--- src/sv/ttace_pkg.sv ---
package ttace_pkg;

   localparam int NUM_SLOTS_DEFAULT = 16;
   localparam int ID_W              = 4;
   localparam int TICK_W            = 32;

   localparam logic [1:0] OP_ARM    = 2'd0;
   localparam logic [1:0] OP_CANCEL = 2'd1;
   localparam logic [1:0] OP_POLL   = 2'd2;

   typedef enum logic [1:0] {
      KIND_ARM    = 2'd0,
      KIND_CANCEL = 2'd1,
      KIND_FIRED  = 2'd2,
      KIND_NONE   = 2'd3
   } kind_type;

   typedef enum logic [1:0] {
      ST_IDLE,
      ST_LOOK,
      ST_CHECK
   } state_type;

   typedef struct packed {
      logic arm;
      logic cancel;
      logic poll_init;
      logic lookup;
      logic check;
      logic finish;
   } ctl_cmd_type;

   typedef struct packed {
      logic scan_done;
   } ctl_status_type;

endpackage

--- src/sv/ttace_ram.sv ---
module ttace_ram #(
   parameter int WIDTH = 32,
   parameter int DEPTH = 16
) (
   input  logic                     clock,
   input  logic                     wr_en,
   input  logic [$clog2(DEPTH)-1:0] wr_addr,
   input  logic [WIDTH-1:0]         wr_data,
   input  logic [$clog2(DEPTH)-1:0] rd_addr,
   output logic [WIDTH-1:0]         rd_data
);

   logic [WIDTH-1:0] mem_ff [DEPTH];
   logic [WIDTH-1:0] rd_data_ff;

   always_ff @(posedge clock) begin
      if (wr_en) begin
         mem_ff[wr_addr] <= wr_data;
      end
      rd_data_ff <= mem_ff[rd_addr];
   end

   assign rd_data = rd_data_ff;

endmodule

--- src/sv/ttace_ctrl.sv ---
module ttace_ctrl (
   input  logic                      clock,
   input  logic                      reset,
   input  logic                      start,
   input  logic [1:0]                opcode,
   input  ttace_pkg::ctl_status_type status,
   output ttace_pkg::ctl_cmd_type    cmd,
   output logic                      busy
);

   ttace_pkg::state_type state_ff, state_in;

   always_ff @(posedge clock) begin
      if (reset) begin
         state_ff <= ttace_pkg::ST_IDLE;
      end else begin
         state_ff <= state_in;
      end
   end

   always_comb begin
      state_in = state_ff;
      unique case (state_ff)
         ttace_pkg::ST_IDLE: begin
            if (start && opcode == ttace_pkg::OP_POLL) begin
               state_in = ttace_pkg::ST_LOOK;
            end
         end
         ttace_pkg::ST_LOOK: begin
            state_in = status.scan_done ? ttace_pkg::ST_IDLE : ttace_pkg::ST_CHECK;
         end
         ttace_pkg::ST_CHECK: begin
            state_in = ttace_pkg::ST_LOOK;
         end
         default: begin
            state_in = ttace_pkg::ST_IDLE;
         end
      endcase
   end

   always_comb begin
      cmd  = '0;
      busy = 1'b1;
      unique case (state_ff)
         ttace_pkg::ST_IDLE: begin
            busy = 1'b0;
            if (start) begin
               unique case (opcode)
                  ttace_pkg::OP_ARM:    cmd.arm       = 1'b1;
                  ttace_pkg::OP_CANCEL: cmd.cancel    = 1'b1;
                  ttace_pkg::OP_POLL:   cmd.poll_init = 1'b1;
                  default: ;
               endcase
            end
         end
         ttace_pkg::ST_LOOK: begin
            if (status.scan_done) begin
               cmd.finish = 1'b1;
            end else begin
               cmd.lookup = 1'b1;
            end
         end
         ttace_pkg::ST_CHECK: begin
            cmd.check = 1'b1;
         end
         default: ;
      endcase
   end

endmodule

--- src/sv/ttace_dp.sv ---
module ttace_dp #(
   parameter int NUM_SLOTS = ttace_pkg::NUM_SLOTS_DEFAULT
) (
   input  logic                          clock,
   input  logic                          reset,
   input  ttace_pkg::ctl_cmd_type        cmd,
   output ttace_pkg::ctl_status_type     status,
   input  logic [ttace_pkg::ID_W-1:0]    req_timer_id,
   input  logic [ttace_pkg::TICK_W-1:0]  req_expiry_time,
   input  logic [ttace_pkg::TICK_W-1:0]  req_now_ticks,
   output logic                          rsp_strobe,
   output logic [1:0]                    rsp_kind,
   output logic [ttace_pkg::ID_W-1:0]    rsp_slot_id,
   output logic                          rsp_prior_pending,
   output logic                          rsp_last
);

   localparam int SW = $clog2(NUM_SLOTS);
   localparam int RW = $clog2(NUM_SLOTS);
   localparam int CW = $clog2(NUM_SLOTS + 1);

   logic [NUM_SLOTS-1:0]        pending_ff, pending_in;
   logic [RW-1:0]               rank_ff [NUM_SLOTS];
   logic [RW-1:0]               rank_in [NUM_SLOTS];
   logic [CW-1:0]               cnt_ff, cnt_in;
   logic [CW-1:0]               scan_ff, scan_in;
   logic [CW-1:0]               fired_ff, fired_in;
   logic [ttace_pkg::TICK_W-1:0] now_ff, now_in;
   logic [SW-1:0]               slot_ff, slot_in;
   logic                        hold_vld_ff, hold_vld_in;
   logic [SW-1:0]               hold_slot_ff, hold_slot_in;

   logic                        rsp_vld_ff, rsp_vld_in;
   ttace_pkg::kind_type         rsp_kind_ff, rsp_kind_in;
   logic [ttace_pkg::ID_W-1:0]  rsp_slot_ff, rsp_slot_in;
   logic                        rsp_wp_ff, rsp_wp_in;
   logic                        rsp_last_ff, rsp_last_in;

   logic [SW-1:0]               idx;
   logic                        id_ok;
   logic                        was_pend;
   logic [SW-1:0]               lk_slot;
   logic                        ram_we;
   logic [ttace_pkg::TICK_W-1:0] ram_rdata;
   logic [ttace_pkg::TICK_W-1:0] diff;
   logic                        due;

   assign idx      = SW'(req_timer_id);
   assign id_ok    = {28'd0, req_timer_id} < 32'(NUM_SLOTS);
   assign was_pend = id_ok && pending_ff[idx];
   assign ram_we   = cmd.arm && id_ok;
   assign diff     = now_ff - ram_rdata;
   assign due      = !diff[ttace_pkg::TICK_W-1];

   assign status.scan_done = (scan_ff == cnt_ff);

   always_comb begin
      lk_slot = '0;
      for (int i = 0; i < NUM_SLOTS; i++) begin
         if (pending_ff[i] && rank_ff[i] == scan_ff[RW-1:0]) begin
            lk_slot = lk_slot | SW'(i);
         end
      end
   end

   ttace_ram #(
      .WIDTH (ttace_pkg::TICK_W),
      .DEPTH (NUM_SLOTS)
   ) u_expiry_ram (
      .clock   (clock),
      .wr_en   (ram_we),
      .wr_addr (idx),
      .wr_data (req_expiry_time),
      .rd_addr (lk_slot),
      .rd_data (ram_rdata)
   );

   always_comb begin
      pending_in   = pending_ff;
      rank_in      = rank_ff;
      cnt_in       = cnt_ff;
      scan_in      = scan_ff;
      fired_in     = fired_ff;
      now_in       = now_ff;
      slot_in      = slot_ff;
      hold_vld_in  = hold_vld_ff;
      hold_slot_in = hold_slot_ff;
      rsp_vld_in   = 1'b0;
      rsp_kind_in  = rsp_kind_ff;
      rsp_slot_in  = rsp_slot_ff;
      rsp_wp_in    = rsp_wp_ff;
      rsp_last_in  = rsp_last_ff;

      if (cmd.arm) begin
         if (id_ok && !was_pend) begin
            for (int i = 0; i < NUM_SLOTS; i++) begin
               if (pending_ff[i]) begin
                  rank_in[i] = rank_ff[i] + 1'b1;
               end
            end
            rank_in[idx]    = '0;
            pending_in[idx] = 1'b1;
            cnt_in          = cnt_ff + 1'b1;
         end
         rsp_vld_in  = 1'b1;
         rsp_kind_in = ttace_pkg::KIND_ARM;
         rsp_slot_in = req_timer_id;
         rsp_wp_in   = was_pend;
         rsp_last_in = 1'b1;
      end

      if (cmd.cancel) begin
         if (was_pend) begin
            for (int i = 0; i < NUM_SLOTS; i++) begin
               if (pending_ff[i] && rank_ff[i] > rank_ff[idx]) begin
                  rank_in[i] = rank_ff[i] - 1'b1;
               end
            end
            rank_in[idx]    = '0;
            pending_in[idx] = 1'b0;
            cnt_in          = cnt_ff - 1'b1;
         end
         rsp_vld_in  = 1'b1;
         rsp_kind_in = ttace_pkg::KIND_CANCEL;
         rsp_slot_in = req_timer_id;
         rsp_wp_in   = was_pend;
         rsp_last_in = 1'b1;
      end

      if (cmd.poll_init) begin
         scan_in     = '0;
         fired_in    = '0;
         hold_vld_in = 1'b0;
         now_in      = req_now_ticks;
      end

      if (cmd.lookup) begin
         slot_in = lk_slot;
      end

      // survivors are renumbered in place as the scan passes them
      if (cmd.check) begin
         if (due) begin
            pending_in[slot_ff] = 1'b0;
            rank_in[slot_ff]    = '0;
            fired_in            = fired_ff + 1'b1;
            hold_vld_in         = 1'b1;
            hold_slot_in        = slot_ff;
            if (hold_vld_ff) begin
               rsp_vld_in  = 1'b1;
               rsp_kind_in = ttace_pkg::KIND_FIRED;
               rsp_slot_in = ttace_pkg::ID_W'(hold_slot_ff);
               rsp_wp_in   = 1'b0;
               rsp_last_in = 1'b0;
            end
         end else begin
            rank_in[slot_ff] = scan_ff[RW-1:0] - fired_ff[RW-1:0];
         end
         scan_in = scan_ff + 1'b1;
      end

      if (cmd.finish) begin
         cnt_in      = cnt_ff - fired_ff;
         hold_vld_in = 1'b0;
         rsp_vld_in  = 1'b1;
         rsp_wp_in   = 1'b0;
         rsp_last_in = 1'b1;
         if (hold_vld_ff) begin
            rsp_kind_in = ttace_pkg::KIND_FIRED;
            rsp_slot_in = ttace_pkg::ID_W'(hold_slot_ff);
         end else begin
            rsp_kind_in = ttace_pkg::KIND_NONE;
            rsp_slot_in = '0;
         end
      end
   end

   always_ff @(posedge clock) begin
      if (reset) begin
         pending_ff  <= '0;
         rank_ff     <= '{default: '0};
         cnt_ff      <= '0;
         scan_ff     <= '0;
         fired_ff    <= '0;
         hold_vld_ff <= 1'b0;
         rsp_vld_ff  <= 1'b0;
      end else begin
         pending_ff  <= pending_in;
         rank_ff     <= rank_in;
         cnt_ff      <= cnt_in;
         scan_ff     <= scan_in;
         fired_ff    <= fired_in;
         hold_vld_ff <= hold_vld_in;
         rsp_vld_ff  <= rsp_vld_in;
      end
   end

   always_ff @(posedge clock) begin
      now_ff       <= now_in;
      slot_ff      <= slot_in;
      hold_slot_ff <= hold_slot_in;
      rsp_kind_ff  <= rsp_kind_in;
      rsp_slot_ff  <= rsp_slot_in;
      rsp_wp_ff    <= rsp_wp_in;
      rsp_last_ff  <= rsp_last_in;
   end

   assign rsp_strobe        = rsp_vld_ff;
   assign rsp_kind          = rsp_kind_ff;
   assign rsp_slot_id       = rsp_slot_ff;
   assign rsp_prior_pending = rsp_wp_ff;
   assign rsp_last          = rsp_last_ff;

endmodule

--- src/sv/timer_table_arm_cancel_expire_unit.sv ---
// Timer slot table. A transaction is taken when start is high and busy is low. Arm and
// cancel keep busy low, and the acknowledge appears on the rsp_ ports in the next cycle.
// A poll raises busy until the scan has passed every slot that was pending when it
// started: the scan walks the slots newest-armed first, with one expiry memory read in the
// look state and one wraparound compare in the check state per slot. Fired results come
// out during the scan, the final one (or the none-due result) in the first cycle with busy
// low again. Every result is shown for exactly one cycle with rsp_strobe and cannot be
// held off by the receiver. Opcode 3 is taken and ignored. No clearing pass follows reset.
module timer_table_arm_cancel_expire_unit #(
   parameter int NUM_SLOTS = ttace_pkg::NUM_SLOTS_DEFAULT
) (
   input  logic                          clock,
   input  logic                          reset,
   input  logic                          start,
   output logic                          busy,
   input  logic [1:0]                    req_opcode,
   input  logic [ttace_pkg::ID_W-1:0]    req_timer_id,
   input  logic [ttace_pkg::TICK_W-1:0]  req_expiry_time,
   input  logic [ttace_pkg::TICK_W-1:0]  req_now_ticks,
   output logic                          rsp_strobe,
   output logic [1:0]                    rsp_kind,
   output logic [ttace_pkg::ID_W-1:0]    rsp_slot_id,
   output logic                          rsp_prior_pending,
   output logic                          rsp_last
);

   ttace_pkg::ctl_cmd_type    cmd;
   ttace_pkg::ctl_status_type status;

   ttace_ctrl u_ctrl (
      .clock  (clock),
      .reset  (reset),
      .start  (start),
      .opcode (req_opcode),
      .status (status),
      .cmd    (cmd),
      .busy   (busy)
   );

   ttace_dp #(
      .NUM_SLOTS (NUM_SLOTS)
   ) u_dp (
      .clock             (clock),
      .reset             (reset),
      .cmd               (cmd),
      .status            (status),
      .req_timer_id      (req_timer_id),
      .req_expiry_time   (req_expiry_time),
      .req_now_ticks     (req_now_ticks),
      .rsp_strobe        (rsp_strobe),
      .rsp_kind          (rsp_kind),
      .rsp_slot_id       (rsp_slot_id),
      .rsp_prior_pending (rsp_prior_pending),
      .rsp_last          (rsp_last)
   );

endmodule

--- config.mk ---
export PLATFORM = sky130hd
export DESIGN_NAME = timer_table_arm_cancel_expire_unit
export DESIGN_NICKNAME = d
export VERILOG_FILES = /design/src/sv/ttace_pkg.sv /design/src/sv/ttace_ram.sv /design/src/sv/ttace_ctrl.sv /design/src/sv/ttace_dp.sv /design/src/sv/timer_table_arm_cancel_expire_unit.sv
export SDC_FILE = /design/constraint.sdc
export NUM_CORES = 1
export LEC_CHECK = 0
export ABC_CLOCK_PERIOD_IN_PS = 4500
export BUFFER_PORTS_ARGS = -buffer_cell sky130_fd_sc_hd__buf_2
export CORE_ASPECT_RATIO = 0.75
export CORE_UTILIZATION = 36
export DETAILED_ROUTE_END_ITERATION = 16
export PLACE_DENSITY = 0.53
export SLEW_MARGIN = 5
export SYNTH_ARGS = -nofsm -noshare
export SYNTH_HDL_FRONTEND = slang
export SYNTH_SLANG_ARGS = --single-unit
--- constraint.sdc ---
create_clock -name clock -period 4.5 [get_ports clock]
set_input_delay 0.225 -clock clock [delete_from_list [all_inputs] [get_ports clock]]
set_output_delay 0.225 -clock clock [all_outputs]
set_load 0.01 [all_outputs]
Word level (Yosys, flattened, before mapping):

Memory sizes are Yosys's and may differ from the RTL's. A register that Yosys moved wholly into a read port is not among the register bits.
Index checks and enable logic that the tools add are counted.

* add/subtract/negate cells: 39
* order comparisons: 24
* eq/ne operators: 21
* muxes and demuxes: 195
* bitwise operators: 13
* reduce and logical (&&, ||, !) cells: 41

Operator list (count)
* 4-bit 2-to-1 mux: 115
* 64-bit 2-to-1 mux: 6
* 64-bit AND: 3
* 64-bit inverter: 2
* 16-bit 2-to-1 mux: 6
* 4-bit by 1-bit adder with 4-bit output (second input constant): 16
* 64-bit bitwise mux: 1
* 4-bit greater-than comparator: 16
* 4-bit by 1-bit subtractor with 4-bit output (second input constant): 16
* 4-bit equality test: 15
* 5-bit 2-to-1 mux: 10
* 1-bit logical AND: 36
* 1-bit 2-to-1 mux: 34
* 16-bit AND: 2
* 4-bit demux with 4-bit select: 2
* 16-bit inverter: 2
* 32-bit subtractor: 1
* 2-bit 2-to-1 mux: 10
* 3-bit 2-to-1 mux: 6
* 4-bit binary-select mux with 4-bit select: 1
* 16-bit bitwise OR: 1
* 5-bit by 1-bit adder with 5-bit output (second input constant): 3
* 5-bit greater-or-equal comparator (second input constant): 2
* 4-bit by 5-bit < comparator with 1-bit output (second input constant): 2
* 18 further kinds: 25

* register bits: 147
* memory bits (writable): 512
* bits of input ports: 73
* output and inout bits: 10
* memories: 1

Memories
* u_dp.u_expiry_ram.mem_ff: depth 16, bits a word 32, rd ports 1, clocked after memory_dff 1, write ports 1, RTL line ttace_ram.sv:13 `logic [WIDTH-1:0] mem_ff [DEPTH];`

Depth between registers and ports, before layout:

Gate-level depths: netlist of run 1.

* word-level depth: 18
* depth in mapped cells: 16
* depth with buffers taken out: 13

Hierarchy:

A second synthesis of run 1 with hierarchy kept.

* cells, all modules: 2456
* area total of the unflattened synthesis: 33145.5 µm²

Modules (own cells, without submodules)
* ttace_ram: instances 1, cells an instance 838, area an instance 19835.3 µm², sequential area each 16015.4 µm²
* ttace_dp: instances 1, cells an instance 1603, area an instance 13173.9 µm², sequential area each 3303.2 µm²
* ttace_ctrl: instances 1, cells an instance 15, area an instance 136.4 µm², sequential area each 40.0 µm²

Worst setup path after synthesis of run 1:

Ideal clock, no wire load.

* kind: in2reg
* from: input port req_timer_id[0] (netlist bit)
* to: register u_dp.rank_ff[27] (netlist bit)
* data arrival time: 3.908 ns
* required time: 4.370 ns
* path slack: 0.462 ns
* stages: 15
* cell sequence: buf_2 -> buf_1 -> clkbuf_1 -> mux4_2 -> mux4_2 -> ha_1 -> nor2b_1 -> o21a_1 -> o21a_1 -> o2111ai_1 -> or4_1 -> o211ai_1 -> o21ai_0 -> o21bai_1 -> o31ai_1

* word-level cells in the longest chain between the ends: 18
* elaborated cells on any way between the ends: 27
* those cells by class: order compare: 3; mux: 17; bitwise: 5; reduce/logical: 2

Ends and longest elaborated chain
* start, declared: RTL line timer_table_arm_cancel_expire_unit.sv:17 `input logic [ttace_pkg::ID_W-1:0] req_timer_id,`
* 4-bit inverter with 5-bit output (not written as such): RTL line ttace_dp.sv:101, ttace_dp.sv:115, ttace_dp.sv:119
* 5-bit greater-or-equal comparator (not written as such) or 5-bit by 1-bit < comparator with 1-bit output (tied branches): RTL line ttace_dp.sv:101, ttace_dp.sv:119
* 1-bit logical AND (not written as such): RTL line ttace_dp.sv:101, ttace_dp.sv:119
* 4-bit 2-to-1 mux (not written as such): RTL line ttace_dp.sv:101, ttace_dp.sv:119
* 4-bit demux with 4-bit select: RTL line ttace_dp.sv:101, ttace_dp.sv:119
* 64-bit inverter (no source line)
* 64-bit AND (no source line)
* 64-bit 2-to-1 mux: RTL line ttace_dp.sv:95 `if (id_ok && !was_pend) begin`
* [2 not listed]
* 4-bit 2-to-1 mux: RTL line ttace_dp.sv:113 `if (was_pend) begin`
* 4-bit 2-to-1 mux: RTL line ttace_dp.sv:112 `if (cmd.cancel) begin`
* 64-bit AND (no source line)
* 64-bit 2-to-1 mux: RTL line ttace_dp.sv:113
* 64-bit 2-to-1 mux *: RTL line ttace_dp.sv:112
* 64-bit AND (no source line) or 64-bit bitwise mux (tied branches)
* 64-bit 2-to-1 mux: RTL line ttace_dp.sv:143 `if (due) begin`
* 64-bit 2-to-1 mux *: RTL line ttace_dp.sv:142 `if (cmd.check) begin`
* end signal, assigned: RTL line ttace_dp.sv:189 `rank_ff <= rank_in;`
* end, declared: RTL line ttace_dp.sv:23 `logic [RW-1:0] rank_ff [NUM_SLOTS];`

Mark *: on every way between the ends. The rest lies on a longest branch, timed or not. The select of a mux whose other input is x is not followed.
A chain may end at the register's enable or synchronous reset.

Worst setup path after layout of run 1:

* from: register u_dp.scan_ff[2]
* to: register u_dp.u_expiry_ram.rd_data_ff[30] (netlist: u_dp.u_expiry_ram.rd_data[30]), read port of u_dp.u_expiry_ram.mem_ff

* word-level cells in the longest chain between the ends: 17
* elaborated cells on any way between the ends: 45
* those cells by class: eq/ne: 15; mux: 15; reduce/logical: 15

Ends and longest elaborated chain
* start, declared: RTL line ttace_dp.sv:26 `logic [CW-1:0] scan_ff, scan_in;`
* start signal, assigned: RTL line ttace_dp.sv:191 `scan_ff <= scan_in;`
* 4-bit equality test: RTL line ttace_dp.sv:60 `if (pending_ff[i] && rank_ff[i] == scan_ff[RW-1:0]) begin`
* 1-bit logical AND: RTL line ttace_dp.sv:60
* 1-bit 2-to-1 mux: RTL line ttace_dp.sv:60
* 2-bit 2-to-1 mux (2 in a row): RTL line ttace_dp.sv:60
* 3-bit 2-to-1 mux (4 in a row): RTL line ttace_dp.sv:60
* 4-bit 2-to-1 mux (7 in a row): RTL line ttace_dp.sv:60
* 4-bit 2-to-1 mux *: RTL line ttace_dp.sv:60
* end, declared: RTL line ttace_ram.sv:14 `logic [WIDTH-1:0] rd_data_ff;`

Mark *: on every way between the ends. The rest lies on a longest branch, timed or not.

==> summary.md, run 1 <==
| Metric | Value |
|---|---|
| Status | `completed` |
| RSZ-0062 raised after global routing | `false` |
| Core area | `89900 um2` |
| Num Clock Sinks | `about 700` |
| Largest net degree at the start of global routing | `between 40 and 50` |
| Delay-heaviest family, CP | `simple AND/OR/NAND/NOR gates` |
| R2r worst-path depth | `9` |
| Die width | `350 um` |
| Largest fanout on the critical path | `27` |
| Cell variety after synth | `71` |
| Initial antenna violation count | `2` |
| Worst setup EP type | `flop` |
| Commonest non-fill, non-tap cell in the layout | `edfxtp_1` |
| Post-DRT Antenna Nets | `0` |
| Finished Core Util | `42.6%` |
| Worst min-delay path class | `in -> reg` |
| Antenna diodes | `0` |
| EDFF count, synth | `552` |
| Postcts setup bufs | `0` |
| FFs w/ async S/R, synth | `0%` |
| Synth top area cells | `edfxtp_1 (51%), mux2i_1 (10%), dfxtp_1 (8.5%)` |
| Cts bufs inserted | `72` |
| Number of cells on the critical path | `9` |
| Remaining global-route overflow | `0` |
| Multi-input gate area | `12700 um2` |
| Yosys top cell by area | `edfxtp_1` |
| Startpoint types | `flop` |
| Vias in the first global route | `21750` |
| Ys Warns | `0` |
| FILL cells | `8269` |
| Reg area | `19400 um2` |
| Routed WL per cell | `24.4 um` |
| # rows | `95` |
| Synthesized area per cell | `about 13 um2` |
| Routed wire length | `roughly 96000 um` |
| Final instance area | `38300 um2` |
| Vias per cell | `5.59` |
| Layout Nets | `2890` |
| Fin. Hold Viols | `0` |
| Die area | `92300 um2` |
| Commonest cells after routing, fill and taps aside | `edfxtp_1 (552), mux2i_1 (326), dfxtp_1 (139)` |
| Mapped Cells | `2485` |
| Worst Hold Depth | `3` |
| F_max | `between 200 and 300 MHz` |
| Post-Syn Nets | `2697` |
| Htree depth | `3` |
| DRC viols | `0` |
| Post-Route Setup TNS | `0 ns` |
| CP max stage delay | `between 0.8 and 0.9 ns` |
| Hpwl dp | `between 60000 and 70000 um` |
| Die Y | `roughly 260 um` |
| Peak VDD IR | `~270 uV` |
| Final setup viols | `0` |
| Max-cap check violation count | `0` |
| Pre-Repair DR Iteration Count | `5` |
| Setup CP Type | `reg -> reg` |
| Worst-path cell chain | `xor2_1 -> nor4_1 -> a31oi_1 -> nand4_1 -> buf_12 -> buf_4 -> mux2i_1 -> mux2i_1 -> a221o_1` |
| Slowest CP cell | `dfxtp_1` |
| Max Slew Vio Count | `0` |
| Overall routing resource usage | `20.8%` |
| Static leakage | `13.0 nW` |
| Period utilization | `between 80% and 90%` |
| CP most frequent cell | `mux2i_1` |
| CTS root buf | `clkbuf_16` |
| Setup Skew | `0.0225 ns` |
| Synth top area share | `50.6%` |
| Most used DFF post-synth | `edfxtp_1` |
| Worst slew pin tran | `1.03 ns` |
| Synthesized area | `roughly 33000 um2` |
| Gpl congestion | `0.943` |
| I/O pin cnt | `83` |
| Flip-flop and latch count after synthesis | `691` |
| Share of cells above drive strength 1 | `roughly 16%` |
| Power Density | `364 nW/um2` |
| Crit path buffers/inverters | `2` |
| Global-route wire length before repair | `approximately 140000 um` |
| CTS tree | `yes` |
| Dpl cell area | `35300 um2` |
| Detailed Route Iter0 Violations | `between 2000 and 2500` |
| Worst-Skew Late Latency | `0.62 ns` |
| IO Port Bufs | `approximately 80` |
| Register area share after synthesis | `59.1%` |
| Reg clk slew, reported paths | `0.07 ns` |
| Post-CTS Hold Buffers | `64` |
| Starting Density | `roughly 36%` |
| Area growth syn-to-layout | `16.7%` |
| Slew headroom | `between 30% and 40%` |
| CTS Buffer Depth | `3` |
| Vias | `~22000` |
| PostCTS Resize Cnt | `0` |
| CP required | `4.97 ns` |
| Final min period | `3.78 ns` |
| Worst path arrival time | `around 4.3 ns` |
registers in the layout, summed over array words and instances (netlist names), 2 cells and up:
name and count:
u_dp.rank_ff 64, u_dp.cnt_ff 5, u_dp.slot_ff 4, u_dp.now_ff 32
u_dp.fired_ff 5, u_ctrl.state_ff 2, u_dp.hold_slot_ff 4, u_dp.scan_ff 5
u_dp.u_expiry_ram.rd_data 32, u_dp.pending_ff 16, u_dp.u_expiry_ram.mem_ff 512, u_dp.rsp_kind 2
u_dp.rsp_slot_id 4
kinds of logic after synthesis:
| kind of cell | Yosys count | share of synthesized area, % |
|---|---|---|
| AO/OA/AOI/OAI | 498 | 10.2 |
| XOR/XNOR | 81 | 2.16 |
| adder cells (fa/ha/maj) | 139 | 5.35 |
| buffers and inverters | 225 | 2.85 |
| flip-flops | 691 | 59.1 |
| multiplexers | 421 | 14.1 |
| AND/OR/NAND/NOR | 430 | 6.33 |
cell usage after synthesis (8+ instances only):
library cell and count:
o2111a_1 9, nand2b_1 10, nand3_1 29, nor3_1 30, o21ai_0 98, a21o_1 21
ha_1 137, o22ai_1 60, edfxtp_1 552, o31ai_1 12, nand2_1 124, nor2_1 102
clkbuf_1 60, mux4_2 25, mux2_2 69, a31oi_1 21, buf_2 53, mux2i_1 327
xnor2_1 27, nand4_1 46, nor2b_1 28, buf_1 15, o21a_1 31, a41oi_1 8
a21oi_1 92, xor2_1 54, o2111ai_1 13, o211ai_1 12, dfxtp_1 139, inv_1 94
and3_1 9, o21ai_1 27, a221o_1 33, nor4_1 22, or3_1 9
where the power goes:
group          switching (mW)  leakage, nW  total [mW]  internal [mW]
clock network            2.55         1.15        6.02           3.48
registers              0.0359         6.11        7.00           6.97
logic                   0.540         5.69       0.912          0.372
total                    3.12         13.0        13.9           10.8
stage by stage:
| stage | setup WS, ns | std cells | power [mW] | hold slack (ns) |
|---|---|---|---|---|
| 6_report | 0.716 | 3948 | 13.9 | 0.0761 |
| 5_1_grt | 0.644 | 3948 | 14.4 | 0.0477 |
| 4_1_cts | 0.836 | 3948 | 14.1 | 0.0156 |
| 3_5_place_dp | 0.439 | 3752 | 8.00 | 0.403 |
| 3_3_place_gp | 0.504 | 3752 | 7.99 | 0.404 |
| 2_1_floorplan | 0.462 | 2485 | 7.65 | 0.324 |
per-layer routing:
metal	share of wire, %	wire length (um)	vias to the layer above	track usage, %
li1	-	-	9985	-
met1	48	46200	11101	31.4
met5	0.024	23	-	0
met2	43	41300	818	30.4
met3	6.5	6290	164	3.70
met4	2.5	2360	4	5.55
worst register-to-register path, delay by kind of cell, from the launching register on:
family | cells | cell delay, ns
and+or+nand+nor | 2 | 0.86
muxes | 2 | 0.37
xor gates and xnor gates | 1 | 0.17
buffers and inverters | 2 | 0.80
AOI/OAI and AO/OA | 2 | 0.61
DFF | 1 | 0.82
final timing paths:
| path | to | slack [ns] | start |
|---|---|---|---|
| worst min-delay path | u_dp.rsp_kind[0] | 0.08 | req_opcode[0] |
| worst max register to register | u_dp.u_expiry_ram.rd_data[30] | 0.72 | u_dp.scan_ff[2] |
| worst max-delay path | u_dp.u_expiry_ram.rd_data[30] | 0.72 | u_dp.scan_ff[2] |
| worst min register to register | u_dp.rsp_kind[1] | 0.45 | u_dp.rsp_kind[1] |
area by class of cell:
type,instances,area share [%]
Inverter,94,0.922
Timing Repair Buffer,250,5.24
Sequential cell,691,50.6
Clock inverter,27,0.745
Tap cell,1212,3.96
Multi-Input combinational cell,1569,33.1
Clock buffer,105,5.46
No activity file was read; power rests on OpenSTA's default activity.
==> run 2: changes to the inputs <==
--- a/config.mk
+++ b/config.mk
@@ -5,12 +5,12 @@
 export SDC_FILE = /design/constraint.sdc
 export NUM_CORES = 1
 export LEC_CHECK = 0
-export ABC_CLOCK_PERIOD_IN_PS = 4500
+export ABC_CLOCK_PERIOD_IN_PS = 3100
 export BUFFER_PORTS_ARGS = -buffer_cell sky130_fd_sc_hd__buf_2
 export CORE_ASPECT_RATIO = 0.75
 export CORE_UTILIZATION = 36
 export DETAILED_ROUTE_END_ITERATION = 16
-export PLACE_DENSITY = 0.53
+export PLACE_DENSITY = 0.55
 export SLEW_MARGIN = 5
 export SYNTH_ARGS = -nofsm -noshare
 export SYNTH_HDL_FRONTEND = slang
==> constraint.sdc (replaced) <==
create_clock -name clock -period 3.1 [get_ports clock]
set_input_delay 0.155 -clock clock [delete_from_list [all_inputs] [get_ports clock]]
set_output_delay 0.155 -clock clock [all_outputs]
set_load 0.01 [all_outputs]
==> run 2 against run 1 <==
Compared with the run above:
- the run now ends with negative setup slack left
- first-iteration DRC count shrank 15%
- register-to-register slack lost 0.98 ns
- combinational power grew 78%
- flip-flop and latch count is the same
- worst setup slack lost 0.98 ns
- utilization grew 4.4 points
- sequential power grew 46%
- maximum frequency grew 12%
- via count grew 4.2%
- critical path depth grew 4
- critical path type unchanged
- largest cell class unchanged
==> summary.md, run 2 (synthesized netlist as in run 1, its figures left out) <==
| Metric | Value |
|---|---|
| Status | `finished, violations left` |
| Failing checks | `negative setup slack` |
| Routed wire length | `98100 um (+1.9%)` |
| Comb pwr share | `7.9% (+1.4 points)` |
| Largest fanout on the critical path | `7 (-74%)` |
| RR Startpoint | `u_dp.rank_ff[1]` |
| F_max | `297 MHz (+12%)` |
| Detailed Route Iter0 Violations | `2019 (-15%)` |
| Final WS setup | `-0.266 ns (-0.982 ns)` |
| Die Y | `263 um (unchanged)` |
| Pre-Repair DR Iteration Count | `6 (+1)` |
| Routed WL per cell | `23.4 um (-3.8%)` |
| Antenna diodes | `0 (unchanged)` |
| Max Slew Vio Count | `0 (unchanged)` |
| IO Port Bufs | `82 (unchanged)` |
| Power Density | `484 nW/um2 (+33%)` |
| Remaining global-route overflow | `0 (unchanged)` |
| Placed cells | `3939 (+5.0%)` |
| Setup CP Type | `reg -> reg` |
| Layout Nets | `3125 (+8.1%)` |
| CP required | `3.60 ns (-1.37 ns)` |
| Global-route wire length before repair | `142000 um (-0.52%)` |
| Final min period | `3.37 ns (-0.418 ns)` |
| Period utilization | `109% (+24 points)` |
| Worst slew pin tran | `1.10 ns (+0.0695 ns)` |
| Final setup viols | `96 (+96)` |
| Vias | `23006 (+4.2%)` |
| Area growth syn-to-layout | `28.7%` |
| Power Total | `20.4 mW (+46%)` |
| Switching Share | `22.4% (about the same)` |
| Share of cells above drive strength 1 | `27.9% (+12 points)` |
| Initial antenna violation count | `5 (+3)` |
| Post-DRT Antenna Nets | `0 (unchanged)` |
| Largest registers | `u_dp.u_expiry_ram.mem_ff: 512 flops, u_dp.rank_ff: 64 flops` |
| Pre-CTS setup slack | `-0.694 ns (-1.13 ns)` |
| Htree depth | `3 (unchanged)` |
| Peak VDD IR | `373 uV (+37%)` |
| Fin. Hold Viols | `0 (unchanged)` |
| Hpwl dp | `60900 um (-1.5%)` |
| R2r worst-path depth | `13 (+4)` |
| Vias in the first global route | `22227 (+2.2%)` |
| Crit path capture | `u_dp.rank_ff[55]` |
| R2R Setup Slk | `-0.27 ns (-0.98 ns)` |
| Overall routing resource usage | `20.7% (-0.12 points)` |
| Static leakage | `14.7 nW (+14%)` |
| FILL cells | `7916 (-4.3%)` |
| Worst-Skew Late Latency | `0.63 ns (about the same)` |
| Die width | `350 um (unchanged)` |
| Largest Register | `u_dp.u_expiry_ram.mem_ff` |
| Dpl cell area | `37300 um2 (+5.8%)` |
| Max-cap check violation count | `0 (unchanged)` |
| Vias per cell | `5.50 (-1.7%)` |
| CTS Buffer Depth | `3 (unchanged)` |
| Num Clock Sinks | `691 (unchanged)` |
| Cts bufs inserted | `74 (+2.8%)` |
| # rows | `95 (unchanged)` |
| Largest net degree at the start of global routing | `43 (-6.5%)` |
| Starting Density | `36.5% (unchanged)` |
| Gpl congestion | `0.913 (-3.2%)` |
| Int Pwr | `15.8 mW (+46%)` |
| Post-Route Setup TNS | `-15.16 ns (-15.16 ns)` |
| DRC viols | `0 (unchanged)` |
| CTS tree | `yes` |
| Net Sw Power | `4.57 mW (+46%)` |
| Setup Skew | `0.0314 ns (+0.00883 ns)` |
| CTS root buf | `clkbuf_16` |
| Sequential share of power | `49.9% (-0.4 points)` |
| Die area | `92300 um2 (unchanged)` |
| Final instance area | `42200 um2 (+10%)` |
| Final std cells w/o fill | `4185 (+6.0%)` |
| Startpoint types | `flop` |
| Commonest non-fill, non-tap cell in the layout | `edfxtp_1` |
| Core area | `89900 um2 (unchanged)` |
| Slew headroom | `26.1% (-4.7 points)` |
| I/O pin cnt | `83 (unchanged)` |
| Worst setup EP type | `flop` |
| Clk pwr share | `42.2% (-1.0 points)` |
| Crit path from | `u_dp.rank_ff[1]` |
| RSZ-0062 raised after global routing | `true` |
| Worst min-delay path class | `in -> reg` |
| R2R Path End | `u_dp.rank_ff[55]` |
| Worst path arrival time | `3.87 ns (-0.38 ns)` |
| Commonest cells after routing, fill and taps aside | `edfxtp_1 (552), mux2i_1 (326), buf_4 (230)` |
| Largest register FFs | `512 (unchanged)` |
| Reg clk slew, reported paths | `0.06 ns (about the same)` |
run 2: cell type report:
type                            count  area (um2)  area share [%]
Inverter                           94         364           0.863
Tap cell                         1212        1520            3.59
Clock buffer                      102        2040            4.83
Sequential cell                   691       19400            45.9
Multi-Input combinational cell   1569       13900            32.9
Timing Repair Buffer              483        4710            11.2
Clock inverter                     34         305           0.724
run 2: what timing repair did:
action,4_1_cts,5_1_grt
pin swaps,61,80
endpoints found under the setup margin,125,130
gates resized for setup,117,165
hold buffers,65,0
buffers inserted,17,29
cloned,0,5
endpoints found under the hold margin,545,0
run 2: layer usage:
| layer | GRT usage, % | up-vias | share of wire, % |
|---|---|---|---|
| met5 | 0 | - | 0.064 |
| met4 | 5.23 | 10 | 2.3 |
| met3 | 4.59 | 163 | 7.6 |
| met2 | 30.6 | 845 | 44 |
| met1 | 30.4 | 11525 | 46 |
| li1 | - | 10463 | - |
run 2: worst max-delay path, stage by stage, from the launching register on:
cell	delay [ns]
dfxtp_1	0.34
mux4_2	0.51
mux4_2	0.52
clkinvlp_4	0.13
buf_12	0.16
buf_12	0.14
ha_4	0.20
nor2b_1	0.12
o21a_1	0.16
o21a_1	0.20
o2111ai_4	0.27
nor4_4	0.07
o31ai_2	0.29
o22ai_1	0.13
run 2: worst min-delay path by stage:
stage / startpoint / end / slack [ns] / cells after the start
final: req_opcode[1] / u_dp.rsp_kind[1] / 0.08 / 5
after detailed placement: req_now_ticks[20] / u_dp.now_ff[20] / 0.33 / 1
after floorplan: req_now_ticks[0] / u_dp.now_ff[0] / 0.25 / 0
after CTS: req_opcode[1] / u_dp.rsp_kind[1] / 0.04 / 5
after global placement: req_now_ticks[9] / u_dp.now_ff[9] / 0.33 / 1
after global routing: req_opcode[1] / u_dp.rsp_kind[1] / 0.1 / 5
run 2: through the flow:
step / hold slack (ns) / util [%]
final: 0.0796 / 46.9
after detailed placement: 0.333 / 41.5
after floorplan: 0.254 / -
after global routing: 0.0985 / 46.9
after global placement: 0.331 / 41.5
after CTS: 0.0356 / 45.6
run 2: power by group through the flow:
stage | combinational (mW) | sequential (mW) | clock (mW)
2_1_floorplan | 0.756 | 10.4 | 0
3_3_place_gp | 1.34 | 10.4 | 0
3_5_place_dp | 1.37 | 10.4 | 0
4_1_cts | 1.49 | 10.2 | 8.80
5_1_grt | 1.74 | 10.2 | 9.15
6_report | 1.62 | 10.2 | 8.61
==> run 3: changes to the inputs <==
--- a/config.mk
+++ b/config.mk
@@ -5,12 +5,13 @@
 export SDC_FILE = /design/constraint.sdc
 export NUM_CORES = 1
 export LEC_CHECK = 0
-export ABC_CLOCK_PERIOD_IN_PS = 3100
+export ABC_CLOCK_PERIOD_IN_PS = 3800
 export BUFFER_PORTS_ARGS = -buffer_cell sky130_fd_sc_hd__buf_2
 export CORE_ASPECT_RATIO = 0.75
 export CORE_UTILIZATION = 36
 export DETAILED_ROUTE_END_ITERATION = 16
-export PLACE_DENSITY = 0.55
+export HOLD_SLACK_MARGIN = 0.08
+export PLACE_DENSITY = 0.53
 export SLEW_MARGIN = 5
 export SYNTH_ARGS = -nofsm -noshare
 export SYNTH_HDL_FRONTEND = slang
==> constraint.sdc (replaced) <==
create_clock -name clock -period 3.8 [get_ports clock]
set_input_delay 0.19 -clock clock [delete_from_list [all_inputs] [get_ports clock]]
set_output_delay 0.19 -clock clock [all_outputs]
set_load 0.01 [all_outputs]
==> run 3 against run 2 <==
Compared with the run above:
- the run now ends clean
- non-clock buffer count shrank 193
- worst setup slack gained 0.41 ns
- global-route usage fell by 0.12 points
- worst hold slack better by 0.081 ns
- combinational power decreased by 33%
- sequential share of layout area increased by 3.5 points
- critical path type unchanged
- largest power group unchanged
==> summary.md, run 3 (synthesized netlist as in run 1, its figures left out) <==
| Metric | Value |
|---|---|
| F_max | `273 MHz (-8.0%)` |
| Largest fanout on the critical path | `11 (+4)` |
| Vias in the first global route | `21691 (-2.4%)` |
| Die Y | `263 um (unchanged)` |
| Startpoint types | `flop` |
| Worst path arrival time | `4.20 ns (+0.33 ns)` |
| CTS root buf | `clkbuf_16` |
| RSZ-0062 raised after global routing | `false` |
| DRC viols | `0 (unchanged)` |
| Worst setup EP type | `flop` |
| Post-DRT Antenna Nets | `0 (unchanged)` |
| Met3 Wirelength | `7150 um (-3.8%)` |
| Final instance area | `39200 um2 (-7.2%)` |
| Reg clk slew, reported paths | `0.06 ns (about the same)` |
| Routed WL per cell | `23.8 um (+1.7%)` |
| Share of cells above drive strength 1 | `17.4% (-10 points)` |
| Worst-path cell chain | `ha_1 -> a21o_1 -> a21o_1 -> a21oi_1 -> o21ai_0 -> o211ai_1 -> o2111ai_2 -> buf_12 -> xnor2_1 -> buf_4 -> or3_1 -> buf_12 -> o22ai_1` |
| Power Density | `433 nW/um2 (-11%)` |
| Die area | `92300 um2 (unchanged)` |
| FILL cells | `8143 (+2.9%)` |
| Period utilization | `96.3% (-12 points)` |
| Commonest cells after routing, fill and taps aside | `edfxtp_1 (552), mux2i_1 (326), dfxtp_1 (139)` |
| Final WS setup | `0.141 ns (+0.407 ns)` |
| Largest Register | `u_dp.u_expiry_ram.mem_ff` |
| Remaining global-route overflow | `0 (unchanged)` |
| Commonest non-fill, non-tap cell in the layout | `edfxtp_1` |
| Starting Density | `36.5% (unchanged)` |
| Pre-CTS setup slack | `0.0541 ns (+0.748 ns)` |
| I/O pin cnt | `83 (unchanged)` |
| Fin. Hold Viols | `0 (unchanged)` |
| Power Total | `16.9 mW (-17%)` |
| Antenna diodes | `0 (unchanged)` |
| DR top layer | `met5` |
| Slew headroom | `26.6% (+0.46 points)` |
| CTS tree | `yes` |
| Worst min-delay path class | `in -> reg` |
| Crit path buffers/inverters | `3 (unchanged)` |
| Routed wire length | `95300 um (-2.9%)` |
| Peak VDD IR | `294 uV (-21%)` |
| Htree depth | `3 (unchanged)` |
| Setup CP Type | `reg -> reg` |
| Overall routing resource usage | `20.5% (-0.12 points)` |
| Vias | `22266 (-3.2%)` |
| Worst-Skew Late Latency | `0.65 ns (+0.02 ns)` |
| Max Slew Vio Count | `0 (unchanged)` |
| Initial antenna violation count | `5 (unchanged)` |
| Worst Hold Margin | `0.161 ns (+0.0811 ns)` |
| Largest register FFs | `512 (unchanged)` |
| CTS Buffer Depth | `3 (unchanged)` |
| Delay-heaviest family, CP | `compound AO/OA/AOI/OAI gates` |
| Setup Skew | `0.0366 ns (+0.00523 ns)` |
| Postcts setup bufs | `0 (-17)` |
| Num Clock Sinks | `691 (unchanged)` |
| CP max stage delay | `0.42 ns (-0.10 ns)` |
| Final setup viols | `0 (-100%)` |
| Largest net degree at the start of global routing | `61 (+42%)` |
| CP required | `4.34 ns (+0.74 ns)` |
| Area growth syn-to-layout | `19.4%` |
| Die width | `350 um (unchanged)` |
| Hpwl dp | `58800 um (-3.5%)` |
| Cts bufs inserted | `75 (+1.4%)` |
| Max-cap check violation count | `0 (unchanged)` |
| Dpl cell area | `35900 um2 (-3.8%)` |
| Metal1 wirelength | `45000 um (-1.3%)` |
| Pre-Repair DR Iteration Count | `6 (unchanged)` |
| Final min period | `3.66 ns (+0.293 ns)` |
| Layout Nets | `2933 (-6.1%)` |
| Status | `completed` |
| Slowest CP cell | `o211ai_1` |
| Vias per cell | `5.57 (+1.4%)` |
| Static leakage | `13.4 nW (-9.3%)` |
| Largest registers | `u_dp.u_expiry_ram.mem_ff: 512 flops, u_dp.rank_ff: 64 flops` |
| Gpl congestion | `0.921 (+0.92%)` |
| Global-route wire length before repair | `141000 um (-0.94%)` |
| IO Port Bufs | `82 (unchanged)` |
| Worst slew pin tran | `1.09 ns (-0.00545 ns)` |
| Detailed Route Iter0 Violations | `2287 (+13%)` |
| # rows | `95 (unchanged)` |
| Core area | `89900 um2 (unchanged)` |
| Post-Route Setup TNS | `0 ns (+15.16 ns)` |
| Met2 WL | `40700 um (-4.8%)` |
[run 3: cell types whose count changed in the layout (fill, tap and decap cells not counted), sizes merged]
| cell | delta |
|---|---|
| clkinv | -8 |
| clkbuf | -6 |
| buf | -190 |
| inv | +7 |
| dlygate4sd3 | +2 |
| bufinv | +2 |
| clkinvlp | +4 |
[run 3: cell type report]
| type | count | area (um2) | area share [%] |
|---|---|---|---|
| inverters | 94 | 353 | 0.901 |
| clock inverters | 39 | 443 | 1.13 |
| flip-flops and latches | 691 | 19400 | 49.4 |
| well taps | 1212 | 1520 | 3.87 |
| multi-input cells | 1569 | 12700 | 32.4 |
| repair buffers | 290 | 2670 | 6.81 |
| clock buffers | 101 | 2140 | 5.45 |
[run 3: path summary, 6_finish.rpt]
kind	cells past startpoint	startpoint	slack (ns)	endpoint
min	4	start	0.16	u_ctrl.state_ff[0]
min reg2reg	1	u_dp.rsp_kind[1]	0.46	u_dp.rsp_kind[1]
max	13	u_dp.now_ff[8]	0.14	u_dp.rank_ff[41]
max reg2reg	13	u_dp.now_ff[8]	0.14	u_dp.rank_ff[41]
[run 3: layer usage]
layer / GRT usage (%) / vias to the layer above
met5: 0 / -
met4: 5.85 / 8
met3: 3.86 / 192
met2: 29.9 / 895
met1: 30.9 / 11093
li1: - / 10078
[run 3: report_power, final]
| group | total, mW | internal (mW) | switching, mW |
|---|---|---|---|
| logic | 1.08 | 0.463 | 0.620 |
| registers | 8.30 | 8.25 | 0.0483 |
| clock network | 7.56 | 4.42 | 3.14 |
| total | 16.9 | 13.1 | 3.81 |
[run 3: stage by stage]
| stage | std cells | util [%] |
|---|---|---|
| 2_1_floorplan | 2485 | - |
| 3_3_place_gp | 3789 | 39.9 |
| 3_5_place_dp | 3789 | 39.9 |
| 4_1_cts | 3996 | 43.5 |
| 5_1_grt | 3996 | 43.6 |
| 6_report | 3996 | 43.6 |
[run 3: worst reg2reg max path: cells and delay by family (launching register included)]
kind / cells / cell delay, ns
AO/OA/AOI/OAI: 7 / 1.85
buffers and inverters: 3 / 0.56
flip-flops: 1 / 0.37
AND/OR/NAND/NOR: 1 / 0.35
adder cells (fa/ha/maj): 1 / 0.30
XOR/XNOR: 1 / 0.16
[run 3: timing repair]
action	4_1_cts	5_1_grt
endpoints found under the hold margin	547	0
hold buffers	67	0
endpoints found under the setup margin	0	40
resized for setup	0	4
